### src/hdl/dsbd_pkg.sv
// Shared constants, step tables and calendar functions for the date shifter.
package dsbd_pkg;

    localparam int unsigned YEAR_W  = 14;
    localparam int unsigned MONTH_W = 4;
    localparam int unsigned DAY_W   = 5;
    localparam int unsigned GAP_W   = 22;
    localparam int unsigned NUM_W   = 22;
    localparam int unsigned STEP_W  = 4;
    localparam int unsigned QBITS_W = 14;

    localparam logic [YEAR_W-1:0]  MAX_YEAR   = 14'd9999;
    localparam logic [GAP_W-1:0]   GAP_LIMIT  = 22'd3649270;
    localparam logic [NUM_W:0]     TOTAL_DAYS = 23'd3652059;
    localparam logic [STEP_W-1:0]  LAST_STEP  = 4'd13;
    localparam logic [MONTH_W-1:0] LAST_MONTH = 4'd12;

    localparam logic [1:0] ST_OK      = 2'd0;
    localparam logic [1:0] ST_INVALID = 2'd1;
    localparam logic [1:0] ST_RANGE   = 2'd2;

    typedef struct packed {
        logic             ge;
        logic [NUM_W-1:0] rem;
        logic [NUM_W-1:0] acc;
    } t_unit_res;

    function automatic logic [NUM_W-1:0] step_years(input logic [STEP_W-1:0] s);
        case (s)
            4'd0:    step_years = 22'd6400;
            4'd1:    step_years = 22'd3200;
            4'd2:    step_years = 22'd1600;
            4'd3:    step_years = 22'd800;
            4'd4:    step_years = 22'd400;
            4'd5:    step_years = 22'd200;
            4'd6:    step_years = 22'd100;
            4'd7:    step_years = 22'd64;
            4'd8:    step_years = 22'd32;
            4'd9:    step_years = 22'd16;
            4'd10:   step_years = 22'd8;
            4'd11:   step_years = 22'd4;
            4'd12:   step_years = 22'd2;
            4'd13:   step_years = 22'd1;
            default: step_years = 22'd0;
        endcase
    endfunction

    function automatic logic [NUM_W-1:0] step_days(input logic [STEP_W-1:0] s);
        case (s)
            4'd0:    step_days = 22'd2337552;
            4'd1:    step_days = 22'd1168776;
            4'd2:    step_days = 22'd584388;
            4'd3:    step_days = 22'd292194;
            4'd4:    step_days = 22'd146097;
            4'd5:    step_days = 22'd73048;
            4'd6:    step_days = 22'd36524;
            4'd7:    step_days = 22'd23376;
            4'd8:    step_days = 22'd11688;
            4'd9:    step_days = 22'd5844;
            4'd10:   step_days = 22'd2922;
            4'd11:   step_days = 22'd1461;
            4'd12:   step_days = 22'd730;
            4'd13:   step_days = 22'd365;
            default: step_days = 22'd0;
        endcase
    endfunction

    // quotient bits: [13:9] 400s, [8:7] 100s, [6:2] 4s, [1:0] single years of (year - 1)
    function automatic logic leap_of(input logic [QBITS_W-1:0] q);
        leap_of = (q[1:0] == 2'd3) && ((q[6:2] != 5'd24) || (q[8:7] == 2'd3));
    endfunction

    function automatic logic [DAY_W-1:0] month_days(input logic [MONTH_W-1:0] m,
                                                    input logic leap);
        case (m)
            4'd2:                      month_days = leap ? 5'd29 : 5'd28;
            4'd4, 4'd6, 4'd9, 4'd11:   month_days = 5'd30;
            default:                   month_days = 5'd31;
        endcase
    endfunction

    function automatic logic [8:0] days_before_month(input logic [MONTH_W-1:0] m);
        case (m)
            4'd2:    days_before_month = 9'd31;
            4'd3:    days_before_month = 9'd59;
            4'd4:    days_before_month = 9'd90;
            4'd5:    days_before_month = 9'd120;
            4'd6:    days_before_month = 9'd151;
            4'd7:    days_before_month = 9'd181;
            4'd8:    days_before_month = 9'd212;
            4'd9:    days_before_month = 9'd243;
            4'd10:   days_before_month = 9'd273;
            4'd11:   days_before_month = 9'd304;
            4'd12:   days_before_month = 9'd334;
            default: days_before_month = 9'd0;
        endcase
    endfunction

endpackage

### src/hdl/dsbd_unit.sv
// Shared compare, subtract and accumulate step used by the year, day-number and month-walk phases.
module dsbd_unit (
    input  logic [dsbd_pkg::NUM_W-1:0] i_rem,
    input  logic [dsbd_pkg::NUM_W-1:0] i_acc,
    input  logic [dsbd_pkg::NUM_W-1:0] i_cmp,
    input  logic [dsbd_pkg::NUM_W-1:0] i_wgt,
    output dsbd_pkg::t_unit_res        o_res
);

    always_comb begin
        o_res.ge  = (i_rem >= i_cmp);
        o_res.rem = o_res.ge ? (i_rem - i_cmp) : i_rem;
        o_res.acc = o_res.ge ? (i_acc + i_wgt) : i_acc;
    end

endmodule

### src/hdl/date_shift_by_days.sv
// Top level: Gregorian date shift by a day count in either direction, iterative datapath.
//
// Channel  | Dir | Signals                  | Payload
// slave    | in  | tvalid tready tdata tuser| date, gap days, direction
// master   | out | tvalid tready tdata tuser| result date, status
//
// An item runs to its result before the next is accepted: 14 steps turn the year into a
// day number, one adds month and day, one shifts, 14 steps turn the day number back into a
// year, and 1 to 12 steps walk the months; the year, day-number and month-walk steps share
// one compare-subtract-accumulate unit.
// A bad year, month or gap answers in the cycle after acceptance; a bad day or a zero
// gap answers after the year steps, a full shift after the month walk.
// The slave side is ready only when idle; a result holds until taken.
// Reset is synchronous, active low, and clears the sequencer only.
module date_shift_by_days (
    input  logic        i_clk,
    input  logic        i_rst_n,
    input  logic        i_s_tvalid,
    output logic        o_s_tready,
    input  logic [47:0] i_s_tdata,  // start_year[13:0] start_month[17:14] start_day[22:18]
                                    // gap_days[44:23] zero[47:45]
    input  logic        i_s_tuser,  // action[0]
    output logic        o_m_tvalid,
    input  logic        i_m_tready,
    output logic [23:0] o_m_tdata,  // result_year[13:0] result_month[17:14]
                                    // result_day[22:18] zero[23]
    output logic [1:0]  o_m_tuser   // status[1:0]
);

    localparam logic [2:0] S_IDLE  = 3'd0;
    localparam logic [2:0] S_YSTEP = 3'd1;
    localparam logic [2:0] S_MDAY  = 3'd2;
    localparam logic [2:0] S_SHIFT = 3'd3;
    localparam logic [2:0] S_NSTEP = 3'd4;
    localparam logic [2:0] S_MWALK = 3'd5;
    localparam logic [2:0] S_OUT   = 3'd6;

    logic [2:0]                      r_state, n_state;
    logic                            r_back, n_back;
    logic [dsbd_pkg::MONTH_W-1:0]    r_m, n_m;
    logic [dsbd_pkg::DAY_W-1:0]      r_d, n_d;
    logic [dsbd_pkg::GAP_W-1:0]      r_gap, n_gap;
    logic [dsbd_pkg::NUM_W-1:0]      r_rem, n_rem;
    logic [dsbd_pkg::NUM_W-1:0]      r_acc, n_acc;
    logic [dsbd_pkg::QBITS_W-1:0]    r_q, n_q;
    logic [dsbd_pkg::STEP_W-1:0]     r_step, n_step;
    logic [dsbd_pkg::MONTH_W-1:0]    r_mo, n_mo;
    logic [dsbd_pkg::YEAR_W-1:0]     r_ry, n_ry;
    logic [dsbd_pkg::MONTH_W-1:0]    r_rm, n_rm;
    logic [dsbd_pkg::DAY_W-1:0]      r_rd, n_rd;
    logic [1:0]                      r_status, n_status;

    logic [dsbd_pkg::YEAR_W-1:0]     in_y;
    logic [dsbd_pkg::MONTH_W-1:0]    in_m;
    logic [dsbd_pkg::DAY_W-1:0]      in_d;
    logic [dsbd_pkg::GAP_W-1:0]      in_gap;
    logic [dsbd_pkg::NUM_W-1:0]      u_cmp, u_wgt;
    dsbd_pkg::t_unit_res             u_res;
    logic                            leap;
    logic [dsbd_pkg::DAY_W-1:0]      dim_start, dim_walk;
    logic [dsbd_pkg::NUM_W:0]        sum_fwd;
    logic [dsbd_pkg::NUM_W-1:0]      t_shift;
    logic                            fits;

    assign in_y   = i_s_tdata[13:0];
    assign in_m   = i_s_tdata[17:14];
    assign in_d   = i_s_tdata[22:18];
    assign in_gap = i_s_tdata[44:23];

    assign o_s_tready = (r_state == S_IDLE);
    assign o_m_tvalid = (r_state == S_OUT);
    assign o_m_tdata  = {1'b0, r_rd, r_rm, r_ry};
    assign o_m_tuser  = r_status;

    assign leap      = dsbd_pkg::leap_of(r_q);
    assign dim_start = dsbd_pkg::month_days(r_m, leap);
    assign dim_walk  = dsbd_pkg::month_days(r_mo, leap);

    always_comb begin
        case (r_state)
            S_NSTEP: begin
                u_cmp = dsbd_pkg::step_days(r_step);
                u_wgt = dsbd_pkg::step_years(r_step);
            end
            S_MWALK: begin
                u_cmp = {{(dsbd_pkg::NUM_W-dsbd_pkg::DAY_W){1'b0}}, dim_walk};
                u_wgt = '0;
            end
            default: begin
                u_cmp = dsbd_pkg::step_years(r_step);
                u_wgt = dsbd_pkg::step_days(r_step);
            end
        endcase
    end

    dsbd_unit u_unit (
        .i_rem (r_rem),
        .i_acc (r_acc),
        .i_cmp (u_cmp),
        .i_wgt (u_wgt),
        .o_res (u_res)
    );

    assign sum_fwd = {1'b0, r_acc} + {1'b0, r_gap};
    assign t_shift = r_back ? (r_acc - r_gap) : sum_fwd[dsbd_pkg::NUM_W-1:0];
    assign fits    = r_back ? (r_gap <= r_acc) : (sum_fwd < dsbd_pkg::TOTAL_DAYS);

    always_comb begin
        n_state  = r_state;
        n_back   = r_back;
        n_m      = r_m;
        n_d      = r_d;
        n_gap    = r_gap;
        n_rem    = r_rem;
        n_acc    = r_acc;
        n_q      = r_q;
        n_step   = r_step;
        n_mo     = r_mo;
        n_ry     = r_ry;
        n_rm     = r_rm;
        n_rd     = r_rd;
        n_status = r_status;
        case (r_state)
            S_IDLE: begin
                if (i_s_tvalid) begin
                    n_back = i_s_tuser;
                    n_m    = in_m;
                    n_d    = in_d;
                    n_gap  = in_gap;
                    n_ry   = in_y;
                    n_rm   = in_m;
                    n_rd   = in_d;
                    n_rem  = {{(dsbd_pkg::NUM_W-dsbd_pkg::YEAR_W){1'b0}}, in_y - 14'd1};
                    n_acc  = '0;
                    n_q    = '0;
                    n_step = '0;
                    if (in_y == '0 || in_y > dsbd_pkg::MAX_YEAR || in_m == '0 ||
                        in_m > dsbd_pkg::LAST_MONTH || in_d == '0 ||
                        in_gap >= dsbd_pkg::GAP_LIMIT) begin
                        n_status = dsbd_pkg::ST_INVALID;
                        n_state  = S_OUT;
                    end else begin
                        n_state = S_YSTEP;
                    end
                end
            end
            S_YSTEP: begin
                n_rem  = u_res.rem;
                n_acc  = u_res.acc;
                n_q    = {r_q[dsbd_pkg::QBITS_W-2:0], u_res.ge};
                n_step = r_step + 4'd1;
                if (r_step == dsbd_pkg::LAST_STEP) begin
                    n_state = S_MDAY;
                end
            end
            S_MDAY: begin
                if (r_d > dim_start) begin
                    n_status = dsbd_pkg::ST_INVALID;
                    n_state  = S_OUT;
                end else if (r_gap == '0) begin
                    n_status = dsbd_pkg::ST_OK;
                    n_state  = S_OUT;
                end else begin
                    n_acc = r_acc
                          + {13'd0, dsbd_pkg::days_before_month(r_m)}
                          + {21'd0, (leap && r_m > 4'd2)}
                          + {17'd0, r_d}
                          - 22'd1;
                    n_state = S_SHIFT;
                end
            end
            S_SHIFT: begin
                if (!fits) begin
                    n_status = dsbd_pkg::ST_RANGE;
                    n_state  = S_OUT;
                end else begin
                    n_rem   = t_shift;
                    n_acc   = '0;
                    n_q     = '0;
                    n_step  = '0;
                    n_state = S_NSTEP;
                end
            end
            S_NSTEP: begin
                n_rem  = u_res.rem;
                n_acc  = u_res.acc;
                n_q    = {r_q[dsbd_pkg::QBITS_W-2:0], u_res.ge};
                n_step = r_step + 4'd1;
                if (r_step == dsbd_pkg::LAST_STEP) begin
                    n_ry    = u_res.acc[dsbd_pkg::YEAR_W-1:0] + 14'd1;
                    n_mo    = 4'd1;
                    n_state = S_MWALK;
                end
            end
            S_MWALK: begin
                if (r_mo < dsbd_pkg::LAST_MONTH && u_res.ge) begin
                    n_rem = u_res.rem;
                    n_mo  = r_mo + 4'd1;
                end else begin
                    n_rm     = r_mo;
                    n_rd     = r_rem[dsbd_pkg::DAY_W-1:0] + 5'd1;
                    n_status = dsbd_pkg::ST_OK;
                    n_state  = S_OUT;
                end
            end
            S_OUT: begin
                if (i_m_tready) begin
                    n_state = S_IDLE;
                end
            end
            default: begin
                n_state = S_IDLE;
            end
        endcase
    end

    always_ff @(posedge i_clk) begin
        if (!i_rst_n) begin
            r_state <= S_IDLE;
        end else begin
            r_state <= n_state;
        end
    end

    always_ff @(posedge i_clk) begin
        r_back   <= n_back;
        r_m      <= n_m;
        r_d      <= n_d;
        r_gap    <= n_gap;
        r_rem    <= n_rem;
        r_acc    <= n_acc;
        r_q      <= n_q;
        r_step   <= n_step;
        r_mo     <= n_mo;
        r_ry     <= n_ry;
        r_rm     <= n_rm;
        r_rd     <= n_rd;
        r_status <= n_status;
    end

`ifndef SYNTHESIS
    a_busy_after_accept: assert property (@(posedge i_clk) disable iff (!i_rst_n)
        (i_s_tvalid && o_s_tready) |=> !o_s_tready)
        else $error("input accepted again while an item is in flight");

    a_step_bound: assert property (@(posedge i_clk) disable iff (!i_rst_n)
        (r_state == S_YSTEP || r_state == S_NSTEP) |-> (r_step <= dsbd_pkg::LAST_STEP))
        else $error("division step counter overran");

    a_ok_date_sane: assert property (@(posedge i_clk) disable iff (!i_rst_n)
        (o_m_tvalid && o_m_tuser == dsbd_pkg::ST_OK) |->
        (r_ry != '0 && r_ry <= dsbd_pkg::MAX_YEAR && r_rm != '0 &&
         r_rm <= dsbd_pkg::LAST_MONTH && r_rd != '0))
        else $error("result date out of calendar range with status ok");

    a_walk_year_set: assert property (@(posedge i_clk) disable iff (!i_rst_n)
        (r_state == S_MWALK) |-> (r_ry != '0 && r_ry <= dsbd_pkg::MAX_YEAR))
        else $error("month walk started with a year out of range");
`endif

endmodule
### config.mk
export PLATFORM = sky130hd
export DESIGN_NAME = date_shift_by_days
export DESIGN_NICKNAME = d
export VERILOG_FILES = /design/src/hdl/dsbd_pkg.sv /design/src/hdl/dsbd_unit.sv /design/src/hdl/date_shift_by_days.sv
export SDC_FILE = /design/constraint.sdc
export NUM_CORES = 1
export LEC_CHECK = 0
export ABC_AREA = 1
export BUFFER_PORTS_ARGS = -buffer_cell sky130_fd_sc_hd__buf_2
export CORE_MARGIN = 4
export CORE_UTILIZATION = 42
export CTS_CLUSTER_SIZE = 25
export DETAILED_ROUTE_END_ITERATION = 10
export PLACE_DENSITY_LB_ADDON = 0.1
export REMOVE_ABC_BUFFERS = 1
export SLEW_MARGIN = 5
export SYNTH_ARGS = -nofsm -noshare
export SYNTH_HDL_FRONTEND = slang
export SYNTH_SLANG_ARGS = --single-unit
### constraint.sdc
create_clock -name i_clk -period 9.1 [get_ports i_clk]
set_clock_uncertainty 0.2 [all_clocks]
set_input_delay 0.91 -clock i_clk [delete_from_list [all_inputs] [get_ports i_clk]]
set_output_delay 0.91 -clock i_clk [all_outputs]
set_load 0.01 [all_outputs]
### Yosys cells after proc, flatten, opt, wreduce, memory -nomap -nowiden

Memories as Yosys holds them, arrays and structs flattened. A register that Yosys moved wholly into a read port is not among the register bits.
Index checks and enable logic that the tools add are counted.

* add/subtract/negate cells: 13
* $lt $le $gt $ge: 9
* equal/unequal tests: 33
* multiplexer cells: 61
* reductions and logical operators: 34

Operator list (count)
* $mux W22: 10
* $pmux W22 S4: 2
* $pmux W22 S2: 2
* $mux W9: 5
* $mux W4: 11
* $sub A22 B22 Y22: 2
* $mux W14: 2
* $pmux W14 S2: 1
* $pmux W9 S3: 1
* $mux W3: 8
* $add A22 B22 Y23: 1
* $lt A23 B22 Y1 const B: 1
* $add A22 B1 Y22: 1
* $add A22 B22 Y22: 1
* $add A22 B5 Y22: 1
* $add A22 B9 Y22: 1
* $ge A22 B22 Y1: 1
* $ge A22 B22 Y1 const B: 1
* $le A22 B22 Y1: 1
* $logic_not A22 Y1: 1
* $sub A22 B1 Y22 const B: 1
* $pmux W3 S7: 1
* $eq A4 B4 Y1 const B: 5
* $ne A2 B2 Y1 const B: 9
* other kinds (42): 80

* register bits: 121
* bits in read-only memories: 1264
* input bits: 53
* output and inout port bits: 28
* word-level logic and storage cells: 170
* memories: 5

Memories
* (name not given): depth 16, bits a word 22, rd ports 1, clocked after memory_dff 1, wr ports 0, line dsbd_pkg.sv:49 `case (s)`
* (name not given): depth 16, bits a word 22, rd ports 1, clocked after memory_dff 1, wr ports 0, line dsbd_pkg.sv:49
* (name not given): depth 16, bits a word 13, rd ports 1, clocked after memory_dff 1, wr ports 0, line dsbd_pkg.sv:29 `case (s)`
* (name not given): depth 16, bits a word 13, rd ports 1, clocked after memory_dff 1, wr ports 0, line dsbd_pkg.sv:29
* (name not given): depth 16, bits a word 9, rd ports 1, clocked after memory_dff 1, wr ports 0, line dsbd_pkg.sv:83 `case (m)`

### Logic depth before layout (Yosys ltp)

Gate-level depths: netlist of run 1.

* depth in word-level cells: 15
* mapped depth: 28

### Modules after synthesis

From an unflattened synthesis of run 1, not the netlist that was laid out.

* cells, all modules: 2446
* area, all modules: 16349.4 um^2

By module, submodules not included
* date_shift_by_days: times used 1, cells an instance 1682, area an instance 12627.1 um^2, seq. area each 4484.3 um^2
* dsbd_unit: times used 1, cells an instance 764, area an instance 3722.3 um^2, seq. area each 0.0 um^2

### Worst setup path before layout of run 1

No wires, ideal clock.

* path type: reg2reg
* from: register r_state[2]
* to: register r_rem[0] in the netlist's numbering (enable)
* library setup time: 0.521 ns
* data arrival time: 6.526 ns
* required time: 8.379 ns
* slack: 1.853 ns
* stages on the path, launching flop included: 17
* path buffers: 4
* clock period less this slack: 7.247 ns
* cell sequence: dfxtp_1 clkinv_1 nor2_1 clkbuf_1 clkbuf_1 nand2_1 ha_1 nand2_1 nor4_2 nand3_1 nand3_2 buf_6 buf_2 o21ai_0 inv_1 nor2_1 a2111oi_0

* word-level cells in the longest chain between the ends: 6
* elaborated cells between the ends (all ways): 14
* classes of those cells: 1 x order compare; 7 x eq/ne; 1 x mux; 5 x reduce/logical

RTL lines
* start: declaration: line date_shift_by_days.sv:38 `logic [2:0] r_state, n_state;`
* start signal: assignment: line date_shift_by_days.sv:221 `r_state <= n_state;`
* $eq A3 B3 Y1: line date_shift_by_days.sv:80, date_shift_by_days.sv:123
* $pmux W22 S2: line date_shift_by_days.sv:80 `case (r_state)`
* $ge A22 B22 Y1: line dsbd_unit.sv:11 `o_res.ge = (i_rem >= i_cmp);`
* $logic_and A1 B1 Y1: line date_shift_by_days.sv:196 `if (r_mo < dsbd_pkg::LAST_MONTH && u_res.ge) begin`
* $ne A2 B2 Y1 (no source line)
* $reduce_and A4 Y1 (no source line) *
* end signal: assignment: line date_shift_by_days.sv:230 `r_rem <= n_rem;`
* end: declaration: line date_shift_by_days.sv:43 `logic [dsbd_pkg::NUM_W-1:0] r_rem, n_rem;`

Every way passes the cells marked *; elsewhere a longest branch is shown, timed or not.
A chain may end at the register's enable or synchronous reset.

### Final worst setup path of run 1

* from: register r_state[2]
* to: register r_ry[13] in the netlist's numbering (data pin)

* word-level cells in the longest chain between the ends: 7
* elaborated cells between the ends (all ways): 11
* classes of those cells: 2 x add/sub; 1 x order compare; 2 x eq/ne; 5 x mux; 1 x reduce/logical

RTL lines
* $eq A3 B3 Y1, on equally long branches: line date_shift_by_days.sv:80, date_shift_by_days.sv:123
* $pmux W22 S2: line date_shift_by_days.sv:80
* $add A22 B22 Y22 / $ge A22 B22 Y1 (equally long branches): line dsbd_unit.sv:13, dsbd_unit.sv:11
* $mux W22: line dsbd_unit.sv:13 `o_res.acc = o_res.ge ? (i_acc + i_wgt) : i_acc;`
* $add A14 B1 Y14: line date_shift_by_days.sv:190 `n_ry = u_res.acc[dsbd_pkg::YEAR_W-1:0] + 14'd1;`
* $mux W14: line date_shift_by_days.sv:189 `if (r_step == dsbd_pkg::LAST_STEP) begin`
* $pmux W14 S2 *: line date_shift_by_days.sv:123 `case (r_state)`
* named net n_ry, one bit: line date_shift_by_days.sv:48 `logic [dsbd_pkg::YEAR_W-1:0] r_ry, n_ry;`
* end signal: assignment: line date_shift_by_days.sv:235 `r_ry <= n_ry;`
* end: declaration: line date_shift_by_days.sv:48

Mark *: on every way through the listed nets, which the timed path passes. The rest lies on a longest branch. The select of a mux whose other input is x is not followed.

==> results.json, run 1 <==
{
  "drc": 0,
  "status": "finished, final reports clean",
  "syn_avg_cell_area_sq_um": 7.206,
  "hold_depth": 2,
  "setup_viol": 0,
  "hold_viol": 0,
  "cts.hold.buffers_added": 0,
  "hold_class": "reg2reg",
  "critical_path.slowest_cell": "clkinv_1",
  "tns_ns": 0,
  "grt_pass1_wl_um": 72820,
  "placementRows": 68,
  "vias_per_cell": 5.337,
  "gr-total-overflow": 0,
  "fillers": 3587,
  "seq_area_sq_um": 4484,
  "numClockSinks": 165,
  "worstRegToRegCells": 23,
  "cp_num_buf_inv": 4,
  "crit_family": "simple AND/OR/NAND/NOR gates",
  "path_class": "reg2reg",
  "cts-htree-levels": 4,
  "syn_area_sq_um": 14820,
  "rsz0062_at_grt": "no",
  "min_period_ns": 6.068,
  "crit_start": "r_state[2]",
  "clock.fmax_ghz": 0.1648,
  "reg2reg_slack_ns": 3.03,
  "ys_seq_elements": 165,
  "cpMostUsedCell": "nand2_1",
  "cp_max_fo": 31,
  "clk_pin_slew_worst_paths_ns": 0.07,
  "cts_tree": "yes",
  "firstDrtPassIters": 6,
  "finalMaxSlewViolations": 0,
  "drive_gt1_frac": 0.09074,
  "ys_seq_area_frac": 0.3025,
  "gp_congestion": 0.9497,
  "start_util": 0.4270,
  "drv_cap": 0,
  "yosys_warnings": 0,
  "synth_edf_count": 118,
  "hp-start": "r_state[2]",
  "antenna_left": 0,
  "cts_buffers": 17,
  "layout_commonest_cell": "nand2_1",
  "routed_wl_um": 47190,
  "antenna_found_initial": 1,
  "core_area_sq_um": 34710,
  "grt_max_degree": 38,
  "startpoint_type": "register",
  "synth_cell_types": 61,
  "post-dp-hpwl_um": 39100,
  "synth_ff_type": "edfxtp_1",
  "postCtsSetupBuffers": 0,
  "mostFrequentLayoutCells": "nand2_1, inv_1, nor2_1",
  "period_share": 0.6669,
  "die_area_sq_um": 38360,
  "via_count": 13780,
  "post_cts_resized": 0,
  "area_growth_pct": 9.007,
  "worst_r2r_endpoint": "r_ry[13]",
  "max-clock-path-buffers": 2,
  "clk_latency_ns": 0.45,
  "grt_usage": 0.2436,
  "slew_headroom": 0.3574,
  "portBuffers": 76,
  "cp-end-kind": "register",
  "worst_slew_pin_slew_ns": 0.9535,
  "cts-root-buf": "clkbuf_16",
  "wl_per_cell_um": 18.27,
  "grt_pass1_vias": 12980,
  "num_io_pins": 81,
  "synthArstFlopShare": 0,
  "drt_iter0_markers": 1025,
  "antenna_cells": 0,
  "min_to": "r_state[2]",
  "r2r-start": "r_state[2]",
  "worstPathRequired_ns": 9.10,
  "worstPathArrival_ns": 6.07,
  "max_stage_delay_ns": 0.67,
  "multi_input_area_sq_um": 8826,
  "fin_nets": 2333,
  "die_x_um": 195.9,
  "chipHeight_um": 195.9,
  "netlist_instances": 2057,
  "path_cells": "clkinv_1 > nor2_1 > clkinv_1 > a21oi_1 > nand3_1 > o221ai_1 > ha_1 > inv_1 > fa_1 > a31oi_1 > o21ai_2 > nand3_1 > nand3_2 > o21ai_0 > nor2_1 > nand2_1 > nor2_4 > nand2_1 > inv_1 > nand3_1 > nand2_1 > nand2_1 > nand2_1"
}
-- worst max-delay path by stage --
stage,to,slack [ns],cells past startpoint
3_3_place_gp,r_ry[13],3.29,23
5_1_grt,r_ry[13],2.58,23
3_5_place_dp,r_rm[0],3.14,18
4_1_cts,r_ry[13],3.12,23
6_report,r_ry[13],3.03,23
2_1_floorplan,r_rem[0],1.06,16
-- stage by stage --
stage / setup slack, ns / utilization / area, sq um / cells / hold WS, ns
5_1_grt: 2.577 / 0.4654 / 16160 / 2582 / 0.4063
6_report: 3.032 / 0.4654 / 16160 / 2582 / 0.3600
3_3_place_gp: 3.288 / 0.4489 / 15580 / 2550 / 0.3325
3_5_place_dp: 3.144 / 0.4489 / 15580 / 2550 / 0.3407
2_1_floorplan: 1.057 / - / 14540 / 2009 / 0.3071
4_1_cts: 3.121 / 0.4654 / 16160 / 2582 / 0.3511
-- worst min-delay path: stages, from the launching register on --
cell and delay [ns]:
dfxtp_1 0.37, nand2_1 0.09, a21oi_1 0.06
-- kinds of logic after synthesis --
group	synth area share
xor+xnor	0.03132
flops	0.3025
other cells	0.0002530
fa+ha+maj	0.1452
simple gates	0.2636
compound gates	0.1536
buf+inv	0.1034
-- synthesized netlist by cell type (10+ instances only) --
cell	count	area (sq um)
nand2_1	477	1790
inv_1	318	1194
nor2_1	165	619.3
ha_1	156	1952
a21oi_1	141	705.7
o21ai_0	124	620.6
nand3_1	122	610.6
edfxtp_1	118	3543
dfxtp_1	47	940.9
xor2_1	40	350.3
o22ai_1	34	212.7
nand4_1	28	175.2
nor3_1	26	130.1
clkbuf_1	20	75.07
o211ai_1	18	135.1
or2_2	14	87.58
nand2_2	13	81.33
nor4_1	13	81.33
xnor2_1	13	113.9
a21o_1	12	90.09
o21ai_1	12	60.06
buf_4	11	82.58
fa_1	10	200.2
inv_2	10	37.54
-- area by class of cell --
class,count,share of cell area
timing repair buffer,86,0.02819
inverter,332,0.07713
clock buffer,18,0.02788
tap,455,0.03524
sequential,165,0.2776
clock inverter,14,0.007744
multi-input combinational,1512,0.5463
-- per-layer routing --
layer	GRT usage	vias up	routed length, um
li1	-	6983	-
met1	0.3363	6369	22060
met2	0.3960	357	21620
met3	0.03229	68	2128
met4	0.08068	2	1356
met5	0	-	14
Power of run 1 is left out: the tool's default activity adds up to more than one toggle a clock period on the data nets, which glitch-free logic cannot reach.
==> inputs of run 2 (changes only) <==
--- a/config.mk
+++ b/config.mk
@@ -5,7 +5,7 @@
 export SDC_FILE = /design/constraint.sdc
 export NUM_CORES = 1
 export LEC_CHECK = 0
-export ABC_AREA = 1
+export ABC_AREA = 0
 export BUFFER_PORTS_ARGS = -buffer_cell sky130_fd_sc_hd__buf_2
 export CORE_MARGIN = 4
 export CORE_UTILIZATION = 42
==> constraint.sdc (replaced) <==
create_clock -name i_clk -period 6.06 [get_ports i_clk]
set_clock_uncertainty 0.2 [all_clocks]
set_input_delay 0.606 -clock i_clk [delete_from_list [all_inputs] [get_ports i_clk]]
set_output_delay 0.606 -clock i_clk [all_outputs]
set_load 0.01 [all_outputs]
==> results.json, run 2 <==
{
  "path_class": "reg2reg",
  "grt_max_degree": 39,
  "num_io_pins": 81,
  "cts_tree": "yes",
  "cts-htree-levels": 4,
  "hold_ws_ns": 0.1301,
  "fin_cells": 2178,
  "slew_headroom": 0.2474,
  "antenna_found_initial": 1,
  "firstDrtPassIters": 5,
  "grt_usage": 0.2347,
  "antenna_left": 0,
  "max-clock-path-buffers": 2,
  "startpoint_type": "register",
  "setup_viol": 0,
  "status": "finished, final reports clean",
  "min_period_ns": 5.561,
  "gr-total-overflow": 0,
  "cp_max_fo": 13,
  "rsz0062_at_grt": "no",
  "core_area_sq_um": 33780,
  "drive_gt1_frac": 0.09769,
  "drt_iter0_markers": 871,
  "vias_per_cell": 5.820,
  "place_inst": 2146,
  "syn_area_sq_um": 14460,
  "chipHeight_um": 193.5,
  "synth_ff_type": "edfxtp_1",
  "multi_input_area_sq_um": 9133,
  "synth_cell_types": 94,
  "wl_per_cell_um": 20.70,
  "cts_buffers": 17,
  "grt_pass1_vias": 12180,
  "cts.hold.buffers_added": 0,
  "routed_wl_um": 45080,
  "clock.fmax_ghz": 0.1798,
  "cts-root-buf": "clkbuf_16",
  "synth_top_cell_area_share": 0.2451,
  "post-dp-hpwl_um": 34810,
  "yosys-top-cells-area": "edfxtp_1, ha_1, dfxtp_1",
  "ys_seq_elements": 165,
  "die_area_sq_um": 37460,
  "period_share": 0.9176,
  "clk_latency_ns": 0.46,
  "drc": 0,
  "clk_pin_slew_worst_paths_ns": 0.08,
  "mostFrequentLayoutCells": "ha_1, nand2_1, inv_1",
  "worstPathArrival_ns": 5.73,
  "start_util": 0.4280,
  "yosysTopAreaCell": "edfxtp_1",
  "fillers": 3332,
  "antenna_cells": 0,
  "hold_class": "in2reg",
  "grt_pass1_wl_um": 69740,
  "numClockSinks": 165,
  "worstRegToRegCells": 17,
  "hold_depth": 1,
  "worstPathRequired_ns": 6.23,
  "syn_avg_cell_area_sq_um": 8.653,
  "portBuffers": 76,
  "hold_viol": 0,
  "tns_ns": 0,
  "postCtsSetupBuffers": 0,
  "worst_slew_pin_slew_ns": 1.129,
  "via_count": 12680,
  "synth_edf_count": 118,
  "area_growth_pct": 9.596,
  "yosysMostFrequentCell": "ha_1",
  "ys_seq_area_frac": 0.3101,
  "cp-end-kind": "register",
  "seq_area_sq_um": 4484,
  "placementRows": 67,
  "layout_commonest_cell": "ha_1",
  "post_cts_resized": 0,
  "synthArstFlopShare": 0,
  "drv_cap": 0,
  "gp_congestion": 0.9542,
  "fin_nets": 1936,
  "yosys_warnings": 0,
  "die_x_um": 193.5,
  "synth_common_cells": "ha_1, nand2_1, inv_1",
  "netlist_instances": 1671,
  "finalMaxSlewViolations": 0
}
run 2: worst paths after layout:
path / from / to / slack (ns)
worst min-delay path: i_s_tuser / r_back / 0.13
worst max-delay path: r_gap[0] / register / 0.50
worst max register to register: r_gap[0] / register / 0.50
worst min register to register: r_q[5] / r_q[6] / 0.35
run 2: worst max-delay path, stage by stage (launching register included):
cell,delay [ns]
edfxtp_1,0.50
ha_1,0.23
inv_1,0.06
fa_1,0.47
o21bai_1,0.21
o211ai_1,0.26
a221oi_1,0.54
nor3_1,0.08
nor4b_1,0.30
o21ai_0,0.31
a2111o_1,0.62
nand4_1,0.16
nand2_2,0.18
inv_1,0.38
ha_1,0.44
nand3_1,0.16
a21boi_0,0.16
mux2i_1,0.19
run 2: final cells by class:
| type | instances | share of cell area |
|---|---|---|
| Multi-Input combinational cell | 1296 | 0.5763 |
| Sequential cell | 165 | 0.2830 |
| Timing Repair Buffer | 103 | 0.03679 |
| Tap cell | 448 | 0.03537 |
| Inverter | 134 | 0.03174 |
| Clock buffer | 18 | 0.02842 |
| Clock inverter | 14 | 0.008370 |
run 2: per-layer routing:
metal,up-vias,global-route usage,wire length [um]
met4,0,0.06740,1015
met2,370,0.3834,20910
met5,-,0,0
met1,6116,0.3287,20700
li1,6146,-,-
met3,44,0.02853,2458
run 2: logic make-up after synthesis:
logic type | Yosys count | share of synthesized area
AO/OA/AOI/OAI | 473 | 0.2162
AND/OR/NAND/NOR | 500 | 0.1679
flip-flops | 165 | 0.3101
XOR/XNOR | 117 | 0.07087
multiplexers | 39 | 0.02717
other | 1 | 0.0002594
buffers and inverters | 210 | 0.05858
adder cells (fa/ha/maj) | 166 | 0.1488
run 2: per-stage QoR:
stage          utilization  instance area [sq um]  setup WS, ns
4_1_cts             0.4691                  15850        0.5564
2_1_floorplan            -                  14110       -0.1182
6_report            0.4691                  15850        0.4991
3_3_place_gp        0.4518                  15260        0.6460
3_5_place_dp        0.4518                  15260        0.5902
5_1_grt             0.4691                  15850       0.07297
Power of run 2 is left out for the same reason.
==> inputs of run 3 (changes only) <==
==> constraint.sdc (replaced) <==
create_clock -name i_clk -period 5.2 [get_ports i_clk]
set_clock_uncertainty 0.2 [all_clocks]
set_input_delay 0.52 -clock i_clk [delete_from_list [all_inputs] [get_ports i_clk]]
set_output_delay 0.52 -clock i_clk [all_outputs]
set_load 0.01 [all_outputs]
==> results.json, run 3 (synthesis results as in run 2) <==
{
  "status": "finished, final reports clean",
  "post-dp-hpwl_um": 35440,
  "antenna_found_initial": 3,
  "max-clock-path-buffers": 2,
  "top_layer": "met5",
  "numClockSinks": 165,
  "fin_nets": 1987,
  "pre_cts_slack_ns": 0.09181,
  "tns_ns": 0,
  "cts_tree": "yes",
  "clock.fmax_ghz": 0.2034,
  "path_class": "reg2reg",
  "gp_congestion": 0.9197,
  "reg2reg_slack_ns": 0.28,
  "worstPathArrival_ns": 4.88,
  "gr-total-overflow": 0,
  "wl_per_cell_um": 20.25,
  "grt_pass1_vias": 12370,
  "drc": 0,
  "via_count": 12900,
  "cts-root-buf": "clkbuf_16",
  "hold_viol": 0,
  "startpoint_type": "register",
  "antenna_cells": 0,
  "grt_usage": 0.2359,
  "cts-htree-levels": 4,
  "min_period_ns": 4.916,
  "routed_wl_um": 45150,
  "period_share": 0.9453,
  "vias_per_cell": 5.785,
  "cts_buffers": 17,
  "mostFrequentLayoutCells": "ha_1, nand2_1, inv_1",
  "drive_gt1_frac": 0.1291,
  "slew_headroom": 0.3010,
  "area_growth_pct": 13.14,
  "utilization": 0.4842,
  "clk_latency_ns": 0.46,
  "die_x_um": 193.5,
  "drt_iter0_markers": 838,
  "finalMaxSlewViolations": 0,
  "layout_commonest_cell": "ha_1",
  "dr_wl_met2_um": 21470,
  "start_util": 0.4280,
  "chipHeight_um": 193.5,
  "drv_cap": 0,
  "firstDrtPassIters": 5,
  "cp-end-kind": "register",
  "placementRows": 67,
  "antenna_left": 0,
  "worstPathRequired_ns": 5.17,
  "core_area_sq_um": 33780,
  "cp_max_fo": 3,
  "grt_max_degree": 43,
  "portBuffers": 76,
  "wl_met1_um": 20480,
  "setup_slack_ns": 0.2842,
  "worst_slew_pin_slew_ns": 1.046,
  "setup_viol": 0,
  "met3_length_um": 2360,
  "num_io_pins": 81,
  "hold_class": "in2reg",
  "clk_pin_slew_worst_paths_ns": 0.07,
  "die_area_sq_um": 37460,
  "grt_pass1_wl_um": 69920
}
-- run 3: cell count changes in the layout (fill, tap and decap cells not counted), moves of 2 or more --
| cell | before | now |
|---|---|---|
| buf_12 | 0 | 6 |
| o21ai_0 | 107 | 105 |
| inv_8 | 3 | 1 |
| o41ai_1 | 5 | 3 |
| o41ai_2 | 0 | 2 |
| o21ai_1 | 3 | 5 |
| inv_4 | 1 | 3 |
| buf_4 | 27 | 72 |
-- run 3: repair_timing --
item,CTS,global route
buffers inserted,0,2
hold buffers,0,0
gates resized for setup,0,16
setup endpoints to repair,0,49
-- run 3: final cells by class --
class	instances	area [sq um]
Fill cell	3294	17430
Multi-Input combinational cell	1296	9199
Sequential cell	165	4484
Timing Repair Buffer	154	1041
Tap cell	448	560.5
Inverter	134	503.0
Clock buffer	19	454.2
Clock inverter	13	116.4
-- run 3: critical path: stages (launching register included) --
cell and delay, ns:
edfxtp_1 0.38, inv_1 0.13, ha_1 0.24, inv_1 0.07, fa_1 0.44, ha_1 0.31
a21o_1 0.18, a21oi_1 0.23, o21ai_0 0.22, a21o_1 0.26, a31o_2 0.27, a2111o_1 0.44
a221oi_1 0.57, a211o_1 0.26, o21ai_0 0.14, xnor2_1 0.19, o22ai_1 0.10
-- run 3: worst paths after layout --
kind / startpoint / end / cells after the start
max: r_acc[2] / r_acc[20] / 16
min: i_s_tuser / r_back / 1
max reg2reg: r_acc[2] / r_acc[20] / 16
min reg2reg: r_q[5] / r_q[6] / 1
-- run 3: metrics by stage --
stage          cell area (sq um)  hold slack [ns]  std cells
6_report                   16360          0.03654       2229
5_1_grt                    16360          0.02275       2229
4_1_cts                    16280          0.02229       2227
3_5_place_dp               15710           0.3361       2195
3_3_place_gp               15710           0.3226       2195
2_1_floorplan              14110           0.3148       1595
-- run 3: layer usage --
layer  vias to the layer above  GRT usage
met4                         4    0.05455
met2                       353     0.3995
met3                        53    0.03844
met1                      6233     0.3179
met5                         -          0
li1                       6252          -
Power of run 3 is left out for the same reason.
